===== src/rtl/cesc_pkg.sv =====
// cesc_pkg: shared types, character codes and helpers for the escape decoder
// depends on nothing; used by every other file of the decoder
package cesc_pkg;

  // widths of the result fields
  localparam int unsigned ByteW = 8;
  localparam int unsigned CountW = 15;

  // consumed count saturates here
  localparam logic [CountW-1:0] MaxCount = 15'd32767;

  // result queue geometry
  localparam int unsigned FifoDepth = 4;
  localparam int unsigned FifoAw = $clog2(FifoDepth);

  // configuration register indexes
  localparam logic CfgStop = 1'b0;
  localparam logic CfgKept = 1'b1;

  // result kinds
  localparam logic KindChar = 1'b0;
  localparam logic KindEnd = 1'b1;

  // character codes
  localparam logic [ByteW-1:0] ChNul = 8'h00;
  localparam logic [ByteW-1:0] ChTab = 8'h09;
  localparam logic [ByteW-1:0] ChLf = 8'h0A;
  localparam logic [ByteW-1:0] ChCr = 8'h0D;
  localparam logic [ByteW-1:0] ChSpace = 8'h20;
  localparam logic [ByteW-1:0] ChQuote = 8'h22;
  localparam logic [ByteW-1:0] ChBslash = 8'h5C;
  localparam logic [ByteW-1:0] ChLowerN = 8'h6E;
  localparam logic [ByteW-1:0] ChLowerR = 8'h72;
  localparam logic [ByteW-1:0] ChLowerT = 8'h74;
  localparam logic [ByteW-1:0] ChLowerX = 8'h78;

  // one result word
  typedef struct packed {
    logic              result_kind;
    logic [ByteW-1:0]  decoded_byte;
    logic [CountW-1:0] consumed_count;
    logic              last_of_run;
  } result_t;

  // up to two result words produced by one text byte
  typedef struct packed {
    logic [1:0] num;
    result_t    first;
    result_t    second;
  } push_t;

  // saturating increment of the consumed count
  function automatic logic [CountW-1:0] sat_inc(input logic [CountW-1:0] c);
    sat_inc = (c == MaxCount) ? c : c + CountW'(1);
  endfunction

  // hex digit decode: bit 4 set when the byte is a hex digit
  function automatic logic [4:0] hex_digit(input logic [ByteW-1:0] b);
    logic [ByteW-1:0] d;
    d = 8'h00;
    hex_digit = 5'h00;
    if (b >= 8'h30 && b <= 8'h39) begin
      d = b - 8'h30;
      hex_digit = {1'b1, d[3:0]};
    end else if (b >= 8'h41 && b <= 8'h46) begin
      d = b - 8'h37;
      hex_digit = {1'b1, d[3:0]};
    end else if (b >= 8'h61 && b <= 8'h66) begin
      d = b - 8'h57;
      hex_digit = {1'b1, d[3:0]};
    end
  endfunction

endpackage


===== src/rtl/cesc_if.sv =====
// cesc_text_if and cesc_result_if: valid/ready channels of the escape decoder
// depends on cesc_pkg for field widths
interface cesc_text_if;
  logic                     valid;
  logic                     ready;
  logic [cesc_pkg::ByteW-1:0] text_byte;

  modport source (output valid, output text_byte, input ready);
  modport sink (input valid, input text_byte, output ready);
endinterface

interface cesc_result_if;
  logic                        valid;
  logic                        ready;
  logic                        result_kind;
  logic [cesc_pkg::ByteW-1:0]  decoded_byte;
  logic [cesc_pkg::CountW-1:0] consumed_count;
  logic                        last_of_run;

  modport source (output valid, output result_kind, output decoded_byte,
                  output consumed_count, output last_of_run, input ready);
  modport sink (input valid, input result_kind, input decoded_byte,
                input consumed_count, input last_of_run, output ready);
endinterface


===== src/rtl/cesc_decode.sv =====
// cesc_decode: per-byte escape decode state machine, makes up to two result words
// depends on cesc_pkg
module cesc_decode (
  input  logic                        clk_i,
  input  logic                        rst_ni,
  input  logic                        step_i,
  input  logic [cesc_pkg::ByteW-1:0]  text_byte_i,
  input  logic                        stop_i,
  input  logic [cesc_pkg::ByteW-1:0]  kept_i,
  output cesc_pkg::push_t             push_o
);

  typedef enum logic [1:0] {ModeNormal, ModeEscape, ModeHex, ModeSkip} mode_e;

  mode_e                       mode_q, mode_d;
  logic [cesc_pkg::ByteW-1:0]  acc_q, acc_d;
  logic [1:0]                  digits_q, digits_d;
  logic [cesc_pkg::CountW-1:0] cnt_q, cnt_d;

  logic [cesc_pkg::CountW-1:0] cnt_inc;
  logic [4:0]                  hex_w;
  logic [cesc_pkg::ByteW-1:0]  acc_shift;
  logic [1:0]                  digits_inc;

  // plain byte handling
  mode_e                       nb_mode;
  logic [cesc_pkg::CountW-1:0] nb_cnt;
  logic                        nb_emit;
  cesc_pkg::result_t           nb_res;

  // result slots: a is a flushed hex value, b the byte's own result
  logic              a_vld, b_vld;
  cesc_pkg::result_t a_res, b_res;

  assign cnt_inc    = cesc_pkg::sat_inc(cnt_q);
  assign hex_w      = cesc_pkg::hex_digit(text_byte_i);
  assign acc_shift  = {acc_q[3:0], hex_w[3:0]};
  assign digits_inc = digits_q + 2'd1;

  // unescaped byte, also used after a hex escape ends on a non-hex byte
  always_comb begin
    nb_mode = ModeNormal;
    nb_cnt  = cnt_inc;
    nb_emit = 1'b0;
    nb_res  = '0;
    if (text_byte_i == cesc_pkg::ChNul) begin
      nb_cnt = '0;
      nb_emit = 1'b1;
      nb_res.result_kind = cesc_pkg::KindEnd;
      nb_res.consumed_count = cnt_inc;
    end else if (text_byte_i == cesc_pkg::ChBslash) begin
      nb_mode = ModeEscape;
    end else if (stop_i && (text_byte_i == cesc_pkg::ChQuote ||
                            text_byte_i < cesc_pkg::ChSpace)) begin
      nb_mode = ModeSkip;
      nb_cnt = '0;
      nb_emit = 1'b1;
      nb_res.result_kind = cesc_pkg::KindEnd;
      nb_res.consumed_count = cnt_q;
    end else if (text_byte_i < cesc_pkg::ChSpace && text_byte_i != kept_i) begin
      nb_emit = 1'b0;
    end else begin
      nb_emit = 1'b1;
      nb_res.result_kind = cesc_pkg::KindChar;
      nb_res.decoded_byte = text_byte_i;
    end
  end

  // next state and result slots
  always_comb begin
    mode_d   = mode_q;
    acc_d    = acc_q;
    digits_d = digits_q;
    cnt_d    = cnt_q;
    a_vld    = 1'b0;
    a_res    = '0;
    b_vld    = 1'b0;
    b_res    = '0;
    unique case (mode_q)
      ModeEscape: begin
        cnt_d = cnt_inc;
        if (text_byte_i == cesc_pkg::ChNul) begin
          mode_d = ModeNormal;
          cnt_d = '0;
          b_vld = 1'b1;
          b_res.result_kind = cesc_pkg::KindEnd;
          b_res.consumed_count = cnt_inc;
        end else if (text_byte_i == cesc_pkg::ChLowerX) begin
          mode_d = ModeHex;
          acc_d = '0;
          digits_d = '0;
        end else begin
          mode_d = ModeNormal;
          b_res.result_kind = cesc_pkg::KindChar;
          b_vld = (text_byte_i != cesc_pkg::ChLf) && (text_byte_i != cesc_pkg::ChCr);
          if (text_byte_i == cesc_pkg::ChLowerT) begin
            b_res.decoded_byte = cesc_pkg::ChTab;
          end else if (text_byte_i == cesc_pkg::ChLowerN) begin
            b_res.decoded_byte = cesc_pkg::ChLf;
          end else if (text_byte_i == cesc_pkg::ChLowerR) begin
            b_res.decoded_byte = cesc_pkg::ChCr;
          end else begin
            b_res.decoded_byte = text_byte_i;
          end
        end
      end
      ModeHex: begin
        if (hex_w[4]) begin
          cnt_d = cnt_inc;
          acc_d = acc_shift;
          digits_d = digits_inc;
          if (digits_inc >= 2'd2) begin
            b_vld = (acc_shift != '0);
            b_res.result_kind = cesc_pkg::KindChar;
            b_res.decoded_byte = acc_shift;
            mode_d = ModeNormal;
            acc_d = '0;
            digits_d = '0;
          end
        end else begin
          // flush the value so far, then treat the byte as unescaped
          a_vld = (acc_q != '0);
          a_res.result_kind = cesc_pkg::KindChar;
          a_res.decoded_byte = acc_q;
          acc_d = '0;
          digits_d = '0;
          mode_d = nb_mode;
          cnt_d = nb_cnt;
          b_vld = nb_emit;
          b_res = nb_res;
        end
      end
      ModeSkip: begin
        if (text_byte_i == cesc_pkg::ChNul) begin
          mode_d = ModeNormal;
          acc_d = '0;
          digits_d = '0;
          cnt_d = '0;
        end
      end
      default: begin
        mode_d = nb_mode;
        cnt_d = nb_cnt;
        b_vld = nb_emit;
        b_res = nb_res;
      end
    endcase
  end

  // order the slots and mark the final word of the byte
  always_comb begin
    push_o = '0;
    if (step_i) begin
      if (a_vld && b_vld) begin
        push_o.num = 2'd2;
        push_o.first = a_res;
        push_o.second = b_res;
        push_o.second.last_of_run = 1'b1;
      end else if (a_vld) begin
        push_o.num = 2'd1;
        push_o.first = a_res;
        push_o.first.last_of_run = 1'b1;
      end else if (b_vld) begin
        push_o.num = 2'd1;
        push_o.first = b_res;
        push_o.first.last_of_run = 1'b1;
      end
    end
  end

  // decode state
  always_ff @(posedge clk_i or negedge rst_ni) begin
    if (!rst_ni) begin
      mode_q   <= ModeNormal;
      acc_q    <= '0;
      digits_q <= '0;
      cnt_q    <= '0;
    end else if (step_i) begin
      mode_q   <= mode_d;
      acc_q    <= acc_d;
      digits_q <= digits_d;
      cnt_q    <= cnt_d;
    end
  end

endmodule


===== src/rtl/cesc_result_fifo.sv =====
// cesc_result_fifo: small result queue taking up to two words a cycle
// depends on cesc_pkg
module cesc_result_fifo (
  input  logic              clk_i,
  input  logic              rst_ni,
  input  cesc_pkg::push_t   push_i,
  input  logic              pop_i,
  output logic              valid_o,
  output logic              room_o,
  output cesc_pkg::result_t head_o
);

  localparam int unsigned CntW = cesc_pkg::FifoAw + 1;

  cesc_pkg::result_t           mem_q [cesc_pkg::FifoDepth];
  logic [cesc_pkg::FifoAw-1:0] wr_q, rd_q;
  logic [CntW-1:0]             cnt_q, cnt_d;
  logic                        do_pop;

  assign valid_o = (cnt_q != '0);
  // room for the worst case of two words
  assign room_o  = (cnt_q <= CntW'(cesc_pkg::FifoDepth - 2));
  assign head_o  = mem_q[rd_q];
  assign do_pop  = pop_i && valid_o;
  assign cnt_d   = cnt_q + CntW'(push_i.num) - CntW'(do_pop);

  // storage
  always_ff @(posedge clk_i) begin
    if (push_i.num != 2'd0) begin
      mem_q[wr_q] <= push_i.first;
    end
    if (push_i.num == 2'd2) begin
      mem_q[wr_q + cesc_pkg::FifoAw'(1)] <= push_i.second;
    end
  end

  // pointers and fill count
  always_ff @(posedge clk_i or negedge rst_ni) begin
    if (!rst_ni) begin
      wr_q  <= '0;
      rd_q  <= '0;
      cnt_q <= '0;
    end else begin
      wr_q  <= wr_q + cesc_pkg::FifoAw'(push_i.num);
      rd_q  <= rd_q + cesc_pkg::FifoAw'(do_pop);
      cnt_q <= cnt_d;
    end
  end

endmodule


===== src/rtl/c_escape_decoder_top.sv =====
// c_escape_decoder_top: escaped string decoder, configuration registers and queue
// depends on cesc_pkg, cesc_if, cesc_decode and cesc_result_fifo
//
//   channel    dir  word
//   text_i     in   text_byte
//   result_o   out  result_kind, decoded_byte, consumed_count, last_of_run
//   cfg_*_i    in   register index and data, write on cfg_we_i
//
// one text byte is decoded in the cycle it is accepted; its results land in a
// four-word queue and leave from there, at most one word per cycle
// a byte may give two words (flushed hex value then its own), so sustained
// input is one byte per cycle while results are taken at least as fast
// text_i.ready drops while fewer than two queue slots are free
// reset empties the queue, clears the decode state and both registers
module c_escape_decoder_top (
  input  logic                       clk_i,
  input  logic                       rst_ni,
  input  logic                       cfg_we_i,
  input  logic                       cfg_idx_i,
  input  logic [cesc_pkg::ByteW-1:0] cfg_data_i,
  cesc_text_if.sink                  text_i,
  cesc_result_if.source              result_o
);

  logic                       stop_q;
  logic [cesc_pkg::ByteW-1:0] kept_q;
  logic                       room;
  logic                       step;
  cesc_pkg::push_t            push;
  cesc_pkg::result_t          head;

  // configuration registers
  always_ff @(posedge clk_i or negedge rst_ni) begin
    if (!rst_ni) begin
      stop_q <= 1'b0;
      kept_q <= '0;
    end else if (cfg_we_i) begin
      unique case (cfg_idx_i)
        cesc_pkg::CfgStop: stop_q <= cfg_data_i[0];
        cesc_pkg::CfgKept: kept_q <= cfg_data_i;
        default: ;
      endcase
    end
  end

  // input handshake
  assign text_i.ready = room;
  assign step         = text_i.valid && room;

  cesc_decode u_decode (
    .clk_i       (clk_i),
    .rst_ni      (rst_ni),
    .step_i      (step),
    .text_byte_i (text_i.text_byte),
    .stop_i      (stop_q),
    .kept_i      (kept_q),
    .push_o      (push)
  );

  cesc_result_fifo u_fifo (
    .clk_i   (clk_i),
    .rst_ni  (rst_ni),
    .push_i  (push),
    .pop_i   (result_o.ready),
    .valid_o (result_o.valid),
    .room_o  (room),
    .head_o  (head)
  );

  // output word
  assign result_o.result_kind    = head.result_kind;
  assign result_o.decoded_byte   = head.decoded_byte;
  assign result_o.consumed_count = head.consumed_count;
  assign result_o.last_of_run    = head.last_of_run;

`ifndef SYNTHESIS
  // an end word is always the last word of its byte
  a_end_is_last: assert property (@(posedge clk_i) disable iff (!rst_ni)
    result_o.valid && result_o.result_kind == cesc_pkg::KindEnd
      |-> result_o.last_of_run)
    else $error("end word without last_of_run");

  // character words carry no count
  a_char_no_count: assert property (@(posedge clk_i) disable iff (!rst_ni)
    result_o.valid && result_o.result_kind == cesc_pkg::KindChar
      |-> result_o.consumed_count == '0)
    else $error("character word with nonzero count");

  // end words carry no character
  a_end_no_byte: assert property (@(posedge clk_i) disable iff (!rst_ni)
    result_o.valid && result_o.result_kind == cesc_pkg::KindEnd
      |-> result_o.decoded_byte == '0)
    else $error("end word with nonzero byte");

  // a pushed pair always closes on its second word only
  a_pair_order: assert property (@(posedge clk_i) disable iff (!rst_ni)
    push.num == 2'd2 |-> !push.first.last_of_run && push.second.last_of_run)
    else $error("bad last_of_run on a word pair");
`endif

endmodule


===== src/flat_wrapper.sv =====
// flat-port wrapper written by rule: the top's interface ports become plain ports
module c_escape_decoder_top_flat 
  (clk_i, rst_ni, cfg_we_i, cfg_idx_i, cfg_data_i, text_i_valid, text_i_text_byte, text_i_ready, result_o_valid, result_o_result_kind, result_o_decoded_byte, result_o_consumed_count, result_o_last_of_run, result_o_ready);
  cesc_text_if text_i_i ();
  cesc_result_if result_o_i ();
  input  logic clk_i;
  input  logic rst_ni;
  input  logic cfg_we_i;
  input  logic cfg_idx_i;
  input  logic [cesc_pkg::ByteW-1:0] cfg_data_i;
  input wire logic [$bits(text_i_i.valid)-1:0] text_i_valid;
  input wire logic [$bits(text_i_i.text_byte)-1:0] text_i_text_byte;
  output wire logic [$bits(text_i_i.ready)-1:0] text_i_ready;
  output wire logic [$bits(result_o_i.valid)-1:0] result_o_valid;
  output wire logic [$bits(result_o_i.result_kind)-1:0] result_o_result_kind;
  output wire logic [$bits(result_o_i.decoded_byte)-1:0] result_o_decoded_byte;
  output wire logic [$bits(result_o_i.consumed_count)-1:0] result_o_consumed_count;
  output wire logic [$bits(result_o_i.last_of_run)-1:0] result_o_last_of_run;
  input wire logic [$bits(result_o_i.ready)-1:0] result_o_ready;
  assign text_i_i.valid = text_i_valid;
  assign text_i_i.text_byte = text_i_text_byte;
  assign text_i_ready = text_i_i.ready;
  assign result_o_valid = result_o_i.valid;
  assign result_o_result_kind = result_o_i.result_kind;
  assign result_o_decoded_byte = result_o_i.decoded_byte;
  assign result_o_consumed_count = result_o_i.consumed_count;
  assign result_o_last_of_run = result_o_i.last_of_run;
  assign result_o_i.ready = result_o_ready;
  c_escape_decoder_top u_core (.clk_i(clk_i), .rst_ni(rst_ni), .cfg_we_i(cfg_we_i), .cfg_idx_i(cfg_idx_i), .cfg_data_i(cfg_data_i), .text_i(text_i_i), .result_o(result_o_i));
endmodule

===== config.mk =====
export PLATFORM = sky130hd
export DESIGN_NAME = c_escape_decoder_top_flat
export DESIGN_NICKNAME = d
export VERILOG_FILES = /design/src/rtl/cesc_pkg.sv /design/src/rtl/cesc_if.sv /design/src/rtl/cesc_decode.sv /design/src/rtl/cesc_result_fifo.sv /design/src/rtl/c_escape_decoder_top.sv /design/src/flat_wrapper.sv
export SDC_FILE = /design/constraint.sdc
export NUM_CORES = 1
export LEC_CHECK = 0
export ABC_AREA = 1
export BUFFER_PORTS_ARGS = -buffer_cell sky130_fd_sc_hd__buf_2
export CORE_UTILIZATION = 45
export CTS_CLUSTER_SIZE = 8
export DETAILED_ROUTE_END_ITERATION = 10
export GPL_TIMING_DRIVEN = 0
export PLACE_DENSITY = 0.59
export SYNTH_ARGS = -nofsm -noshare
export SYNTH_HDL_FRONTEND = slang
export SYNTH_SLANG_ARGS = --single-unit

===== constraint.sdc =====
create_clock -name clk_i -period 12.9 [get_ports clk_i]
set_input_delay 1.29 -clock clk_i [delete_from_list [all_inputs] [get_ports clk_i]]
set_output_delay 1.29 -clock clk_i [all_outputs]
set_load 0.01 [all_outputs]

* After elaboration in Yosys (flattened, before gate mapping)
Memory sizes are Yosys's and may differ from the RTL's.
Index checks and enable logic that the tools add are counted.
** Storage, ports and cells
- Flip-flop bits (word level) :: 43
- Bits in latches :: 0
- Memory bits (writable) :: 100
- Memory bits (read-only) :: 0
- Input port bits :: 22
- Output and inout port bits :: 27
- Word-level logic and storage cells :: 144
- Memories :: 1
** Memory list
- u_core.u_fifo.mem_q :: words 4, width 25, rd ports 1, clocked after memory_dff 0, wr ports 2, RTL line cesc_result_fifo.sv:15 : cesc_pkg::result_t mem_q [cesc_pkg::FifoDepth];
** Operators by class
- $add $sub $neg :: 10
- Multiply operators :: 0
- Div/mod/pow operators :: 0
- Magnitude comparators :: 9
- Equality and inequality tests :: 18
- Shifts and indexed selects :: 0
- Mux-type cells :: 75
- Bitwise gates (word level) :: 1
- Reductions and logical operators :: 21
** Operators by type and width (count)
- 15-bit two-way mux :: 10
- 8-bit two-way mux :: 16
- 24-bit one-hot mux with 3 select lines :: 1
- 26-bit two-way mux :: 2
- 52-bit two-way mux :: 1
- 15-bit one-hot mux with 3 select lines :: 1
- 8-bit by 7-bit equality test with 1-bit output (second input constant) :: 5
- 9-bit two-way mux :: 4
- 27-bit two-way mux :: 1
- 25-bit two-way mux :: 1
- 2-bit two-way mux :: 12
- 24-bit two-way mux :: 1
- 8-bit one-hot mux with 3 select lines :: 1
- 1-bit two-way mux :: 17
- 8-bit by 7-bit >= comparator with 1-bit output (second input constant) :: 2
- 8-bit by 7-bit <= comparator with 1-bit output (second input constant) :: 2
- 16-bit two-way mux :: 1
- 8-bit by 4-bit != test with 1-bit output (second input constant) :: 2
- 8-bit nonzero test :: 2
- 15-bit by 1-bit adder with 15-bit output (second input constant) :: 1
- 15-bit equality test (second input constant) :: 1
- 5-bit two-way mux :: 3
- 2-bit one-hot mux with 3 select lines :: 2
- 1-bit logical AND :: 9
- 27 further kinds :: 36

* Logic depth before layout (Yosys ltp)
Gate-level depths: netlist of the first run.
- Depth after elaboration :: 18
- Mapped depth :: 25

* By module
A second synthesis of the first run with hierarchy kept.
** Unflattened totals
- Cell total of the unflattened synthesis :: 1096
- Area total of the unflattened synthesis :: 9054.9 um2
** Modules (own cells, without submodules)
- cesc_result_fifo :: times used 1, cells each 570, area an instance 5630.4 um2, sequential area each 3178.0 um2
- cesc_decode :: times used 1, cells each 483, area an instance 3032.9 um2, sequential area each 675.6 um2
- c_escape_decoder_top :: times used 1, cells each 43, area an instance 391.6 um2, sequential area each 225.2 um2

* Worst setup path after synthesis of the first run
No wires, ideal clock.
- Path kind :: input to register
- Start point :: input port text_i_text_byte[1]
- End point :: memory u_core.u_fifo.mem_q[0][0] in the netlist's numbering, enable pin
- Setup time :: 0.442 ns
- Arrival :: 4.827 ns
- Slack :: 7.631 ns
- Cell stages on the path :: 16
- Path buffers :: 0
- Path through :: inv_1 ha_1 nor2_1 nand2_1 nand3_2 nand2_4 nor2_4 nor2_1 nand2_4 nand2_1 inv_1 ha_1 inv_1 nor2_4 nor2_1 o21ai_0
** RTL lines
- start: declaration :: RTL line flat_wrapper.sv:12 : input wire logic [$bits(text_i_i.text_byte)-1:0] text_i_text_byte;
- end: declaration :: RTL line cesc_result_fifo.sv:15

==> results.sh, run 1 <==
export IMPL_status="complete, no violations"
export IMPL_fin_ws_ns=8.00
export IMPL_hp_class="register to register"
export IMPL_path_clk_slew_ns=0.06
export IMPL_required_ns=13.02
export IMPL_rsz0062_at_grt="false"
export IMPL_ys_seq_elements=143
export IMPL_avgSynthCellArea_um2=8.57
export IMPL_root_buffer="clkbuf_16"
export IMPL_fill_cells=1659
export IMPL_hpwl_mm=14.8
export IMPL_synthArstFlopShare=0.301
export IMPL_fin_tns_setup_ns=0
export IMPL_worstSetupPathType="primary input to register"
export IMPL_synth_top_area_frac=0.373
export IMPL_io_pins=49
export IMPL_synth_edf_count=100
export IMPL_setup_viol=0
export IMPL_syn_area_um2=8040
export IMPL_syn_nets=975
export IMPL_path_buf_inv=9
export IMPL_critPathLaunchType="primary input"
export IMPL_holdWs_ns=0.498
export IMPL_grt_first_pass_wirelength_mm=33.8
export IMPL_grt_usage=0.244
export IMPL_yosys_warnings=0
export IMPL_p_leak_nw=3.65
export IMPL_fin_worst_skew_ns=0.0189
export IMPL_synth_cells=939
export IMPL_final_cell_mix="nand2_1 (181), nor2_1 (146), edfxtp_1 (100), inv_1 (86), o21ai_0 (83)"
export IMPL_die_area_um2=18400
export IMPL_fmax_ghz=0.204
export IMPL_maxCapViolCount=0
export IMPL_grt_max_degree=44
export IMPL_cts_made_buffers=17
export IMPL_postCtsHoldBufs=0
export IMPL_grt_pass1_vias=6356
export IMPL_drv_slew=0
export IMPL_clk_latency_ns=0.43
export IMPL_path_delay_family="simple AND/OR/NAND/NOR gates"
export IMPL_io_buffers=44
export IMPL_layout_drive_gt1_share=0.150
export IMPL_slew_headroom=0.283
export IMPL_gp_congestion=0.830
export IMPL_rows=48
export IMPL_critPathMaxStageDelay_ns=0.41
export IMPL_cts_resized_gates=0
export IMPL_ir_drop_uv=99.5
export IMPL_post_route_util=0.530
export IMPL_drc=0
export IMPL_synth_cell_types=42
export IMPL_critPathSlowestCell="nor2_2"
export IMPL_period_share=0.380
export IMPL_die_h_um=136
export IMPL_worst_pin_slew_ns=1.08
export IMPL_firstDrtPassIters=5
export IMPL_viasPerCell=5.34
export IMPL_post_drt_wl_per_cell_um=16.9
export IMPL_area_delta_synth_final_pct=14.4
export IMPL_postRouteAntennaNets=0
export IMPL_fp_coreArea_um2=17400
export IMPL_wirelength_mm=21.0
export IMPL_fin_total_pwr_mw=2.00
export IMPL_cp_common_cell="nand2_1"
export IMPL_path_max_fanout=21
export IMPL_endpoint_kind="register"
export IMPL_synth_area_top_cells="edfxtp_1 (37%), dfrtp_1 (13%), nand2_1 (8.4%)"
export IMPL_layout_cells_most_common="nand2_1"
export IMPL_htree_levels=4
export IMPL_antenna_found_initial=0
export IMPL_grt_overflow=0
export IMPL_yosysTopAreaCell="edfxtp_1"
export IMPL_num_antenna_cells=0
export IMPL_period_needed_ns=4.90
export IMPL_dr_total_vias=6627
export IMPL_ctsLongestPathBuffers=2
export IMPL_ys_seq_area_frac=0.507
export IMPL_dieWidth_um=136
export IMPL_dp_slack_ns=7.61
export IMPL_cts_sinks=143
export IMPL_fin_nets=1040
export IMPL_crit_arrival_ns=5.01
export IMPL_synth_ff_type="edfxtp_1"
export IMPL_drtIter0Drc=485
export IMPL_hold_violations=0
export IMPL_postCtsSetupBuffers=0
export IMPL_start_util=0.463
export IMPL_cts_tree="done"
export IMPL_powerDensity_nw_per_um2=218
[cell usage after synthesis (all sizes together), types with 12 or more instances]
| library cell | number |
|---|---|
| a21oi | 20 |
| xor2 | 12 |
| clkbuf | 16 |
| inv | 101 |
| ha | 13 |
| nand3 | 67 |
| o21ai | 94 |
| buf | 19 |
| dfrtp | 43 |
| nor2 | 161 |
| edfxtp | 100 |
| nand4 | 13 |
| o22ai | 52 |
| nand2 | 189 |
[path summary, 6_finish.rpt]
| path | start | endpoint | slack (ns) | depth (start not counted) |
|---|---|---|---|---|
| max in group asynchronous | rst_ni | u_core.u_decode.acc_q[5]$_DFFE_PN0P_ | 11.16 | 1 |
| setup reg to reg | u_core.u_decode.mode_q[1]$_DFFE_PN0P_ | u_core.u_fifo.mem_q[3][17]$_DFFE_PP_ | 8.97 | 19 |
| setup / recovery | text_i_text_byte[0] | u_core.u_fifo.mem_q[3][17]$_DFFE_PP_ | 8.00 | 25 |
| hold / removal | u_core.u_decode.digits_q[1]$_DFFE_PN0P_ | u_core.u_decode.digits_q[1]$_DFFE_PN0P_ | 0.50 | 2 |
| hold reg to reg | u_core.u_decode.digits_q[1]$_DFFE_PN0P_ | u_core.u_decode.digits_q[1]$_DFFE_PN0P_ | 0.50 | 2 |
| min in group asynchronous | rst_ni | u_core.kept_q[5]$_DFFE_PN0P_ | 1.06 | 1 |
[registers in the layout, indices dropped and copies added, names as in the netlist]
signal / cells
u_core.u_decode.digits_q: 2
u_core.u_decode.acc_q: 8
u_core.u_decode.mode_q: 2
u_core.stop_q: 1
u_core.kept_q: 8
u_core.u_fifo.wr_q: 2
u_core.u_fifo.rd_q: 2
u_core.u_fifo.mem_q: 100
u_core.u_decode.cnt_q: 15
u_core.u_fifo.cnt_q: 3
[layer usage]
| metal | vias to the layer above | wire, um | track usage |
|---|---|---|---|
| met5 | - | 0 | 0 |
| li1 | 3313 | - | - |
| met4 | 0 | 308 | 0.0718 |
| met3 | 26 | 1120 | 0.0426 |
| met2 | 182 | 10000 | 0.399 |
| met1 | 3106 | 9530 | 0.330 |
[power breakdown]
part | switching, mW | internal, mW | total, mW | leakage, nW
clock | 0.195 | 0.285 | 0.480 | 0.267
sequential | 0.0541 | 0.615 | 0.669 | 1.45
combinational | 0.583 | 0.270 | 0.854 | 1.93
total | 0.833 | 1.17 | 2.00 | 3.65
[stage by stage]
step,instances,cell area [um2]
3_3_place_gp,1208,8550
3_5_place_dp,1210,8630
2_1_floorplan,939,8040
6_report,1242,9200
5_1_grt,1242,9200
4_1_cts,1242,9200
[logic make-up after synthesis]
family | Yosys count | synth area share
multiplexers | 6 | 0.00840
AND/OR/NAND/NOR | 444 | 0.244
XOR/XNOR | 21 | 0.0229
buffers and inverters | 136 | 0.0723
AO/OA/AOI/OAI | 175 | 0.123
flip-flops | 143 | 0.507
adder cells (fa/ha/maj) | 14 | 0.0227
[layout make-up]
type	count	area, um2	area share
plain buffers	35	200	0.0218
clock buffers	19	433	0.0470
clock inverters	13	139	0.0151
inverters	101	382	0.0415
multi-input cells	660	3430	0.373
flip-flops and latches	143	4080	0.443
well taps	225	282	0.0306
repair buffers	46	260	0.0283
[worst register-to-register path, cell delays in order (launching register included)]
cell and delay [ns]:
dfrtp_1 0.45, inv_2 0.11, nor2_4 0.17, inv_2 0.12, nor2_1 0.22, nand2_1 0.16, nand2_4 0.13, nand2_1 0.06
inv_1 0.06, ha_1 0.26, inv_1 0.11, nor2_4 0.21, inv_1 0.08, nor2_1 0.11, inv_2 0.08, nor2_2 0.41
inv_2 0.08, clkbuf_1 0.31, o21ai_4 0.23, buf_12 0.23
Power figures use the tool's default switching activity.
==> run 2: changes to the inputs <==
Settings changed: PLACE_DENSITY 0.59 to 0.61.
Clock period 12.9 ns to 4.2 ns, I/O delays scaled along.
==> results.sh, run 2 (same netlist as run 1, synthesis figures left out) <==
export IMPL_post_drt_wl_per_cell_um=17.0
export IMPL_largest_reg_flops=100
export IMPL_powerDensity_nw_per_um2=664
export IMPL_drv_slew=0
export IMPL_final_cell_mix="nand2_1 (181), nor2_1 (146), edfxtp_1 (100), inv_1 (86), o21ai_0 (83)"
export IMPL_postRouteAntennaNets=0
export IMPL_dr_total_vias=6687
export IMPL_cts_sinks=143
export IMPL_htree_levels=4
export IMPL_worstSetupPathType="primary input to register"
export IMPL_use_met2=0.393
export IMPL_required_ns=4.26
export IMPL_maxCapViolCount=0
export IMPL_area_delta_synth_final_pct=15.5
export IMPL_clk_latency_ns=0.43
export IMPL_regMostFlops="u_core.u_fifo.mem_q"
export IMPL_root_buffer="clkbuf_16"
export IMPL_fin_ws_ns=0.398
export IMPL_num_antenna_cells=0
export IMPL_p_leak_nw=3.69
export IMPL_fill_cells=1621
export IMPL_dieWidth_um=136
export IMPL_hp_class="primary input to asynchronous set/reset pin"
export IMPL_start_util=0.463
export IMPL_grt_usage=0.241
export IMPL_r2r_cells=18
export IMPL_reg2reg_slack_ns=0.53
export IMPL_path_max_fanout=13
export IMPL_crit_arrival_ns=3.86
export IMPL_drtIter0Drc=457
export IMPL_ctsLongestPathBuffers=2
export IMPL_die_h_um=136
export IMPL_viasPerCell=5.36
export IMPL_grt_pass1_vias=6271
export IMPL_gp_congestion=0.853
export IMPL_fin_nets=1045
export IMPL_worst_pin_slew_ns=1.07
export IMPL_postCtsHoldBufs=0
export IMPL_cts_tree="done"
export IMPL_die_area_um2=18400
export IMPL_seq_area_um2=4080
export IMPL_gr_usage_met3=0.0426
export IMPL_cts_made_buffers=17
export IMPL_status="complete, no violations"
export IMPL_fp_coreArea_um2=17400
export IMPL_dp_slack_ns=-0.289
export IMPL_period_share=0.905
export IMPL_layout_drive_gt1_share=0.159
export IMPL_grt_overflow=0
export IMPL_crit_path_start="text_i_text_byte[1]"
export IMPL_endpoint_kind="register"
export IMPL_setup_viol=0
export IMPL_drc=0
export IMPL_grt_use_met1=0.328
export IMPL_antenna_found_initial=0
export IMPL_hpwl_mm=14.7
export IMPL_multi_input_area_um2=3460
export IMPL_holdWs_ns=0.185
export IMPL_fin_worst_skew_ns=0.0114
export IMPL_slew_headroom=0.287
export IMPL_grt_max_degree=44
export IMPL_endpoint="u_core.u_fifo.mem_q[2][17]$_DFFE_PP_"
export IMPL_grt_first_pass_wirelength_mm=33.4
export IMPL_timing_rr_end="u_core.u_fifo.mem_q[2][17]$_DFFE_PP_"
export IMPL_rows=48
export IMPL_io_pins=49
export IMPL_firstDrtPassIters=5
export IMPL_reg_top3="u_core.u_fifo.mem_q: 100 flops, u_core.u_decode.cnt_q: 15 flops"
export IMPL_layout_cells_most_common="nand2_1"
export IMPL_critPathLaunchType="primary input"
export IMPL_fmax_ghz=0.263
export IMPL_wirelength_mm=21.2
export IMPL_hold_violations=0
export IMPL_ir_drop_uv=324
export IMPL_path_clk_slew_ns=0.07
export IMPL_top_usage_layer="met2"
export IMPL_regToRegStartpoint="u_core.u_decode.mode_q[0]$_DFFE_PN0P_"
export IMPL_io_buffers=44
export IMPL_period_needed_ns=3.80
export IMPL_rsz0062_at_grt="false"
[run 2: changes by cell type in the layout (fill, tap and decap cells not counted), sizes merged]
cell	previous run	this run
buf	65	70
bufinv	2	0
clkbuf	35	32
clkinv	5	6
clkinvlp	4	2
inv	103	108
o21ai	94	95
[run 2: layout make-up]
type	count	area share
tap	225	0.0303
sequential	143	0.439
clock inverter	15	0.0136
buffer	34	0.0211
timing repair buffer	51	0.0364
inverter	101	0.0411
clock buffer	17	0.0458
multi-input combinational	661	0.373
[run 2: how the worst min path moves through the flow]
stage                                          from                               to  slack, ns  cells after the start
global route                               cfg_we_i        u_core.stop_q$_DFFE_PN0P_       0.21                      2
finish                                       rst_ni     u_core.kept_q[4]$_DFFE_PN0P_       0.19                      1
floorplan                                    rst_ni     u_core.kept_q[0]$_DFFE_PN0P_       0.12                      0
global placement    u_core.u_fifo.rd_q[0]$_DFF_PN0_  u_core.u_fifo.rd_q[0]$_DFF_PN0_       0.49                      1
CTS                                        cfg_we_i        u_core.stop_q$_DFFE_PN0P_       0.19                      2
detailed placement     u_core.kept_q[0]$_DFFE_PN0P_     u_core.kept_q[0]$_DFFE_PN0P_       0.49                      2
[run 2: metrics by stage]
step / utilization / TNS, ns / power (mW) / instances / instance area [um2]
global placement: 0.492 / -213.37 / 4.64 / 1208 / 8550
detailed placement: 0.498 / -17.02 / 4.71 / 1211 / 8650
floorplan: - / -19.86 / 3.82 / 939 / 8040
CTS: 0.530 / 0 / 6.13 / 1243 / 9200
global route: 0.535 / 0 / 6.59 / 1247 / 9290
finish: 0.535 / 0 / 6.17 / 1247 / 9290
[run 2: worst max-delay path, stage by stage]
cell,delay (ns)
buf_2,0.15
inv_1,0.17
ha_1,0.19
inv_1,0.06
nand3_1,0.09
nand3_2,0.13
o21ai_0,0.33
nor2_1,0.07
nand3_1,0.07
nand2_1,0.11
nand2_4,0.13
nand2_1,0.06
inv_1,0.06
ha_1,0.26
inv_1,0.12
nor2_4,0.21
inv_1,0.08
nor2_1,0.12
inv_2,0.12
nor2_4,0.26
inv_1,0.10
buf_2,0.25
o21ai_4,0.27
[run 2: repair_timing]
| item | CTS | global route |
|---|---|---|
| gates resized for setup | 0 | 6 |
| setup endpoints to repair | 0 | 103 |
| buffers inserted | 0 | 4 |
[run 2: report_power, final]
part	internal, mW	leakage, nW	switching, mW	total [mW]
sequential	1.89	1.45	0.164	2.05
combinational	0.868	1.97	1.83	2.70
clock	0.773	0.270	0.651	1.42
total	3.53	3.69	2.65	6.17
[run 2: metal layers]
metal	up-vias	wire length, um
li1	3335	-
met1	3118	9640
met2	207	9950
met3	27	1260
met4	0	328
met5	-	0
==> run 3: changes to the inputs <==
Settings changed: CELL_PAD_IN_SITES_DETAIL_PLACEMENT set to 1, CELL_PAD_IN_SITES_GLOBAL_PLACEMENT set to 2, CORE_UTILIZATION 45 to 34, PLACE_DENSITY 0.61 to 0.73.
==> results.sh, run 3 (same netlist as run 1, synthesis figures left out) <==
export IMPL_crit_arrival_ns=3.89
export IMPL_drtIter0Drc=309
export IMPL_regMostFlops="u_core.u_fifo.mem_q"
export IMPL_drv_slew=0
export IMPL_place_inst=1300
export IMPL_num_antenna_cells=0
export IMPL_dr_total_vias=6733
export IMPL_reg_top3="u_core.u_fifo.mem_q: 100 flops, u_core.u_decode.cnt_q: 15 flops"
export IMPL_maxCapViolCount=0
export IMPL_grt_pass1_vias=6921
export IMPL_hpwl_mm=18.1
export IMPL_setup_viol=0
export IMPL_fin_nets=1056
export IMPL_gp_congestion=0.774
export IMPL_dieWidth_um=156
export IMPL_hold_violations=0
export IMPL_period_share=0.899
export IMPL_cts_made_buffers=17
export IMPL_die_area_um2=24300
export IMPL_path_clk_slew_ns=0.07
export IMPL_hp_start="cfg_we_i"
export IMPL_crit_path_start="text_i_text_byte[0]"
export IMPL_finalNonFillerCells=1346
export IMPL_worstSetupPathType="primary input to register"
export IMPL_postCtsHoldBufs=0
export IMPL_io_buffers=44
export IMPL_largest_reg_flops=100
export IMPL_start_util=0.351
export IMPL_seq_area_um2=4080
export IMPL_path_max_fanout=22
export IMPL_clk_latency_ns=0.43
export IMPL_post_drt_wl_per_cell_um=18.6
export IMPL_powerDensity_nw_per_um2=684
export IMPL_slew_headroom=0.246
export IMPL_fill_cells=2703
export IMPL_cts_sinks=143
export IMPL_critPathLaunchType="primary input"
export IMPL_cts_tree="done"
export IMPL_multi_input_area_um2=3450
export IMPL_firstDrtPassIters=5
export IMPL_fin_worst_skew_ns=0.0162
export IMPL_p_leak_nw=3.82
export IMPL_htree_levels=4
export IMPL_antenna_found_initial=0
export IMPL_regToRegStartpoint="u_core.u_decode.mode_q[0]$_DFFE_PN0P_"
export IMPL_worst_pin_slew_ns=1.13
export IMPL_area_delta_synth_final_pct=19.7
export IMPL_final_cell_mix="nand2_1 (181), nor2_1 (146), edfxtp_1 (100), inv_1 (86), o21ai_0 (83)"
export IMPL_viasPerCell=5.00
export IMPL_rows=55
export IMPL_rsz0062_at_grt="false"
export IMPL_fmax_ghz=0.265
export IMPL_grt_max_degree=44
export IMPL_grt_usage=0.216
export IMPL_endpoint_kind="register"
export IMPL_grt_overflow=0
export IMPL_grt_first_pass_wirelength_mm=39.3
export IMPL_fin_tns_setup_ns=0
export IMPL_ir_drop_uv=315
export IMPL_final_area_um2=9630
export IMPL_ctsLongestPathBuffers=2
export IMPL_place_area_um2=8800
export IMPL_postRouteAntennaNets=0
export IMPL_layout_drive_gt1_share=0.168
export IMPL_fp_coreArea_um2=22900
export IMPL_root_buffer="clkbuf_16"
export IMPL_io_pins=49
export IMPL_layout_cells_most_common="nand2_1"
export IMPL_drc=0
export IMPL_required_ns=4.32
export IMPL_die_h_um=156
export IMPL_status="complete, no violations"
export IMPL_wirelength_mm=25.0
export IMPL_period_needed_ns=3.77
export IMPL_hp_class="primary input to register"
run 3: cell type report:
cell class	instances	share of cell area
plain buffers	35	0.0209
clock buffers	17	0.0442
clock inverters	15	0.0243
inverters	101	0.0396
multi-input cells	660	0.358
flip-flops and latches	143	0.424
well taps	313	0.0407
repair buffers	62	0.0483
run 3: report_power, final:
group	internal (mW)	switching (mW)	leakage, nW
logic	0.889	1.90	2.04
clock network	1.03	0.697	0.327
registers	1.89	0.175	1.45
total	3.81	2.78	3.82
run 3: path summary, 6_finish.rpt:
path,endpoint,slack (ns),cells past startpoint
setup / recovery,u_core.u_fifo.mem_q[0][17]$_DFFE_PP_,0.43,25
hold / removal,u_core.stop_q$_DFFE_PN0P_,0.20,2
setup reg to reg,u_core.u_fifo.mem_q[0][17]$_DFFE_PP_,0.56,19
hold reg to reg,u_core.u_decode.digits_q[1]$_DFFE_PN0P_,0.51,2
max in group asynchronous,u_core.u_fifo.rd_q[0]$_DFF_PN0_,3.28,1
min in group asynchronous,u_core.stop_q$_DFFE_PN0P_,0.21,1
run 3: critical path, cell delays in order:
cell,delay [ns]
buf_2,0.20
inv_1,0.12
ha_1,0.22
nor2_1,0.12
nand2_1,0.13
nand3_2,0.14
nand2_1,0.06
nand2_1,0.08
nand3_1,0.11
nand3_1,0.11
nand2_1,0.12
nand2_4,0.13
nand2_1,0.08
inv_1,0.07
ha_2,0.23
inv_1,0.09
nor2_4,0.19
inv_1,0.12
nor2_1,0.13
inv_2,0.11
nor2_4,0.20
inv_1,0.08
buf_2,0.23
o21ai_4,0.16
buf_12,0.23
run 3: timing repair:
action,in CTS,in global routing
resized for setup,1,6
setup endpoints to repair,15,140
pin swaps,0,4
setup buffers,0,14
run 3: per-layer routing:
layer,track usage,vias up,share of wire
met1,0.292,3254,0.48
met3,0.0344,22,0.033
li1,-,3339,-
met4,0.0481,0,0.0097
met5,0,-,0
met2,0.362,118,0.48
run 3: metrics by stage:
step           setup slack [ns]  power (mW)   util  hold WS, ns
3_3_place_gp              -2.80        4.77  0.378        0.486
6_report                  0.426        6.58  0.420        0.197
5_1_grt                 0.00453        7.03  0.420        0.192
2_1_floorplan            -0.199        3.82      -        0.124
3_5_place_dp             -0.552        4.88  0.384        0.499
4_1_cts                  0.0206        6.62  0.413        0.182
